<file path="config.mk">
export PLATFORM = sky130hd
export DESIGN_NAME = spga_isqrt
export DESIGN_NICKNAME = d
export VERILOG_FILES = /design/src/sv/spga_pkg.sv /design/src/sv/spga_isqrt.sv
export SDC_FILE = /design/constraint.sdc
export NUM_CORES = 2
export LEC_CHECK = 0
export ABC_AREA = 0
export BUFFER_PORTS_ARGS = -buffer_cell sky130_fd_sc_hd__buf_2
export CAP_MARGIN = 20
export CORE_UTILIZATION = 45
export DETAILED_ROUTE_END_ITERATION = 6
export PLACE_DENSITY = 0.7
export SLEW_MARGIN = 15
export SYNTH_ARGS = -nofsm -noshare
export SYNTH_HDL_FRONTEND = slang
export SYNTH_MEMORY_MAX_BITS = 65536
export SYNTH_SLANG_ARGS = --single-unit
export TNS_END_PERCENT = 1
</file>
<file path="constraint.sdc">
create_clock -name clk_i -period 8.3 [get_ports clk_i]
set_input_delay 2.075 -clock clk_i [delete_from_list [all_inputs] [get_ports clk_i]]
set_output_delay 2.075 -clock clk_i [all_outputs]
set_load 0.05 [all_outputs]
</file>
<file path="src/sv/spga_pkg.sv">
// ----------------------------------------------------------------------------
// spga_pkg
// Shared widths, register indexes, reset values and the output clip function.
// ----------------------------------------------------------------------------
`default_nettype none

package spga_pkg;

  localparam int unsigned UW       = 33;   // |difference| of two 32-bit values
  localparam int unsigned SQ_W     = 66;   // sums of squares
  localparam int unsigned ROOT_W   = 33;   // floor root of SQ_W bits
  localparam int unsigned GM_W     = 64;   // G * mass
  localparam int unsigned DEN_W    = 99;   // D * r
  localparam int unsigned PROD_W   = 97;   // G * mass * u
  localparam int unsigned Q_W      = 32;   // quotient bits resolved
  localparam int unsigned DIV_W    = DEN_W + Q_W;
  localparam int unsigned SQRT_STG = ROOT_W;
  localparam int unsigned DIV_STG  = Q_W + 1;

  localparam logic [31:0] GRAVITY_RST   = 32'd65536;
  localparam logic [31:0] SOFTENING_RST = 32'd19661;

  typedef enum logic [0:0] {
    REG_GRAVITY   = 1'b0,
    REG_SOFTENING = 1'b1
  } reg_idx_e;

  // Item state carried alongside the square root.
  typedef struct packed {
    logic              id_eq;
    logic              dy_zero;
    logic              ax_neg;
    logic              ay_neg;
    logic [SQ_W-1:0]   dsq;
    logic [GM_W-1:0]   gm_a;
    logic [GM_W-1:0]   gm_b;
    logic [UW-1:0]     uxd;
    logic [UW-1:0]     uy;
  } info_t;

  // Item flags carried alongside the dividers.
  typedef struct packed {
    logic id_eq;
    logic dy_zero;
    logic ax_neg;
    logic ay_neg;
  } flags_t;

  // Apply sign to a magnitude, clipping to the signed 32-bit range.
  // Returns {clipped, value}.
  function automatic logic [32:0] clip_part(input logic [Q_W-1:0] q,
                                            input logic ovf, input logic neg);
    logic [31:0] limit;
    logic [31:0] mag;
    logic        sat;
    limit = neg ? 32'h8000_0000 : 32'h7FFF_FFFF;
    sat   = ovf || (q > limit);
    mag   = sat ? limit : q;
    return {sat, neg ? (32'd0 - mag) : mag};
  endfunction

endpackage

`default_nettype wire

</file>
<file path="src/sv/spga_isqrt.sv">
// ----------------------------------------------------------------------------
// spga_isqrt
// Pipelined floor square root, one result bit per stage.
// ----------------------------------------------------------------------------
`default_nettype none

module spga_isqrt (
  input  wire logic                       clk_i,
  input  wire logic                       en_i,
  input  wire logic [spga_pkg::SQ_W-1:0]  rad_i,
  output logic      [spga_pkg::ROOT_W-1:0] root_o
);

  localparam int unsigned N     = spga_pkg::SQRT_STG;
  localparam int unsigned RW    = spga_pkg::ROOT_W;
  localparam int unsigned SW    = spga_pkg::SQ_W;
  localparam int unsigned REM_W = RW + 3;

  logic [SW-1:0]    rad_q  [0:N-1];
  logic [REM_W-1:0] rem_q  [0:N-1];
  logic [RW-1:0]    root_q [0:N-1];

  for (genvar k = 0; k < N; k++) begin : g_stg
    logic [SW-1:0]    rad_in;
    logic [REM_W-1:0] rem_in;
    logic [RW-1:0]    root_in;
    logic [REM_W-1:0] cand;
    logic [REM_W-1:0] trial;

    if (k == 0) begin : g_first
      assign rad_in  = rad_i;
      assign rem_in  = '0;
      assign root_in = '0;
    end else begin : g_next
      assign rad_in  = rad_q[k-1];
      assign rem_in  = rem_q[k-1];
      assign root_in = root_q[k-1];
    end

    // bring down two radicand bits, try (root*4 + 1)
    assign cand  = {rem_in[REM_W-3:0], rad_in[SW-1 -: 2]};
    assign trial = {1'b0, root_in, 2'b01};

    always_ff @(posedge clk_i) begin
      if (en_i) begin
        rad_q[k] <= {rad_in[SW-3:0], 2'b00};
        if (cand >= trial) begin
          rem_q[k]  <= cand - trial;
          root_q[k] <= {root_in[RW-2:0], 1'b1};
        end else begin
          rem_q[k]  <= cand;
          root_q[k] <= {root_in[RW-2:0], 1'b0};
        end
      end
    end
  end

  assign root_o = root_q[N-1];

endmodule

`default_nettype wire

</file>
==> summary.md <==
| Metric | Value |
|---|---|
| Layout cells sized above 1 | 7.53% |
| HP Class | register to register |
| Hold Path Depth | 0 |
| Synth area leader | edfxtp_1 |
| Routed Antenna Nets | 0 |
| Worst reg2reg path depth | 13 |
| Worst-Margin Slew | approximately 1.1 ns |
| Initial Util | 45.3% |
| Crit path time final | 4.74 ns |
| Switch Pwr | 10.7 mW |
| Final Hold Viols | 0 |
| Num rows | 191 |
| Kind of start point of the critical path | register |
| Max Cap Violations | 0 |
| Area Growth Syn to Fin | 11.7% |
| Cell variety after synth | 88 |
| PostCTS Resize Cnt | 0 |
| Die area | between 200000 and 300000 um2 |
| Synthesized cell area | 123000 um2 |
| CTS tree | done |
| H-tree depth | 5 |
| Total power | 38.2 mW |
| Synthesized Nets | 10152 |
| Synth Register Bits | about 2700 |
| Sw Ratio | 28.0% |
| Synth top area cells | edfxtp_1 (65%), ha_1 (6.1%), xnor2_1 (3.3%) |
| Clk Tree Root Cell | clkbuf_16 |
| Crit path required time | about 9 ns |
| Cell Int Power | 27.5 mW |
| Worst-Skew Late Latency | around 0.92 ns |
| Synth Instances | ~9500 |
| Fin cells | about 14000 |
| Vias in the first global route | 72485 |
| Tcrit/Tclk final | 57.1% |
| Initial antenna violation count | 4 |
| Core area | 271000 um2 |
| IO Pins | approximately 100 |
| Crit end category | register |
| Final design utilization | 50.6% |
| CP arrival | 5.37 ns |
| Chip width | 525 um |
| Most numerous cell in the Yosys netlist | edfxtp_1 |
| Hold_buf cts | 0 |
| Post-synth top area share | around 65% |
| Slew Limit Headroom | 24.7% |
| Clock share of power | 33.2% |
| Iteration-0 DRC Markers | 5055 |
| Fin nets | roughly 10000 |
| Setup WS post-layout | 3.56 ns |
| # placed instances | 13020 |
| Dpl hpwl | roughly 170000 um |
| Hold endpoint | rad_q[0][228] |
| Final hold slack | 0.379 ns |
| Outcome | completed |
| Chip height | between 500 and 600 um |
| GP Congestion | 0.901 |
| Max Transition Viols Final | 0 |
| PortBufs | 100 |
| Gr ovfl total | 0 |
| Warnings from Yosys | 0 |
| Cts bufs inserted | between 200 and 300 |
| Post-route DRC | 0 |
| Post-layout instance area | 137000 um2 |
| Post-CTS Repair Setup Buffers | 0 |
| Power per cell area | 278 nW/um2 |
| WL/cell | 17.8 um |
| Beginning of the worst hold path | rad_q[0][162] |
| Reg2Reg Setup Slack | 3.56 ns |
| Most instantiated cells after synthesis | edfxtp_1 (2653), nand2_1 (737), inv_1 (734), ha_1 (597), o21ai_0 (558) |
| Syn avg cell area | 13.0 um2 |
| Setup TNS | 0 ns |
| Crit Reg-Reg Startpoint | rem_q[21][0] |
| Vias per cell | around 5.4 |
| Seq/Total Area, Yosys | 64.7% |
| GRT Total Usage | 17.2% |
| Clk sink count | 2654 |
| Max IR drop VDD | 0.198 mV |
| Longest Clk Path Bufs | 4 |
| FF/Latch Area | between 70000 and 80000 um2 |
| RSZ-0062 raised after global routing | false |
| Multi-input logic area | 40000 um2 |
| Share of power burned in registers | 47.4% |
| Ys flop type | edfxtp_1 |
| Power share of the combinational group | between 10% and 20% |
| Global-route wire length before repair | 385000 um |
| Critical path type | register to register |
| Dpl ws | ~2.8 ns |
| Endpoints failing setup | 0 |
| CTS clk-pin slew, worst paths | approximately 0.06 ns |
| Reg-to-reg endpoint | rem_q[22][26] |
| Vias | 72940 |
| F_max | between 200 and 250 MHz |
| DP Area | 128000 um2 |
| Drt first pass iters | 6 |
| Final WL | roughly 240000 um |
| Fillers | 22826 |
| Fraction of registers with async set or reset after synthesis | 0% |
| Post-synth EDFFs | ~2700 |
| Pin count of the biggest net entering global routing | 205 |
| Top fanout value on the critical path | 28 |
| LEAKAGE | 52.1 nW |
| Fin Clk Skew | 0.0712 ns |
==> critical path, stage by stage, from the launching register on <==
cell and delay, ns:
edfxtp_1 0.44, ha_1 0.40, nor2b_1 0.17, o31ai_1 0.32
a31oi_1 0.30, a2111oi_0 0.48, buf_4 0.20, o31ai_1 0.10
a221oi_1 0.51, and3_1 0.78, inv_2 0.39, nand2_1 0.21
or3_1 0.14, xnor2_1 0.06
==> routing by layer <==
| layer | global-route usage (%) | vias up | share of wire, % |
|---|---|---|---|
| met5 | 0 | - | 0 |
| met1 | 22.3 | 34966 | 44 |
| met2 | 29.2 | 1885 | 48 |
| met3 | 2.17 | 552 | 4.5 |
| li1 | - | 35537 | - |
| met4 | 6.94 | 0 | 3.8 |
==> layout make-up <==
type,count,share of cell area (%)
clock buffers,349,5.48
well taps,3570,3.25
clock inverters,170,1.37
flip-flops and latches,2654,58.0
repair buffers,166,0.807
diodes,2,0.00364
inverters,737,2.01
multi-input cells,5898,29.1
==> flip-flops by register name (all words and copies together), names as in the netlist <==
name / flops
rad_q: 1056
rem_q: 1037
root_q: 561
==> power by group through the flow <==
stage | registers, mW | logic [mW] | clock network [mW]
after global placement | 18.4 | 7.12 | 0
after detailed placement | 18.4 | 7.32 | 0
after floorplan | 17.9 | 5.66 | 0
after global routing | 18.3 | 8.26 | 13.6
after CTS | 18.1 | 7.37 | 13.1
final | 18.1 | 7.39 | 12.7
==> worst max path at each step <==
stage / startpoint / to / slack, ns / cells past startpoint
6_report: rem_q[21][0] / rem_q[22][26] / 3.56 / 13
5_1_grt: rem_q[21][0] / rem_q[22][30] / 3.22 / 13
4_1_cts: rem_q[21][0] / rem_q[22][26] / 3.62 / 13
3_5_place_dp: en_i / rem_q[25][18] / 2.83 / 8
3_3_place_gp: en_i / rem_q[25][18] / 2.79 / 8
2_1_floorplan: en_i / rem_q[27][0] / 2.79 / 6
==> layout by cell type (no fill, tap or decap), drive strengths merged, types with 26 or more instances in the layout <==
master | synthesis | layout
o21bai | 55 | 55
inv | 735 | 751
nor3 | 224 | 224
clkinv | 2 | 119
xor2 | 434 | 434
a2111oi | 28 | 28
o21a | 107 | 107
a211oi | 46 | 46
o21ai | 567 | 567
or4 | 53 | 53
or2 | 50 | 50
nand2 | 737 | 737
o211ai | 26 | 26
a21o | 262 | 262
clkbuf | 187 | 351
a31oi | 47 | 47
nand3b | 27 | 27
ha | 597 | 597
nor2b | 87 | 87
nand2b | 114 | 114
or3 | 90 | 90
nor4 | 129 | 129
o31ai | 38 | 38
and2 | 58 | 58
nand3 | 141 | 141
a21oi | 541 | 541
mux2 | 65 | 65
and3 | 49 | 49
bufinv | 0 | 27
xnor2 | 460 | 460
buf | 11 | 164
nand4 | 88 | 88
nor2 | 501 | 501
edfxtp | 2653 | 2653
==> cells by family after synthesis <==
logic type                 count (synthesis)  share of synthesized area [%]
buffers and inverters                    935                           2.87
adders and majority gates                597                           6.07
DFF                                     2654                           64.7
AOI/OAI and AO/OA                       1893                           9.48
muxes                                     76                          0.684
and+or+nand+nor                         2438                           9.80
xor gates and xnor gates                 894                           6.36
Power figures use the tool's default switching activity.
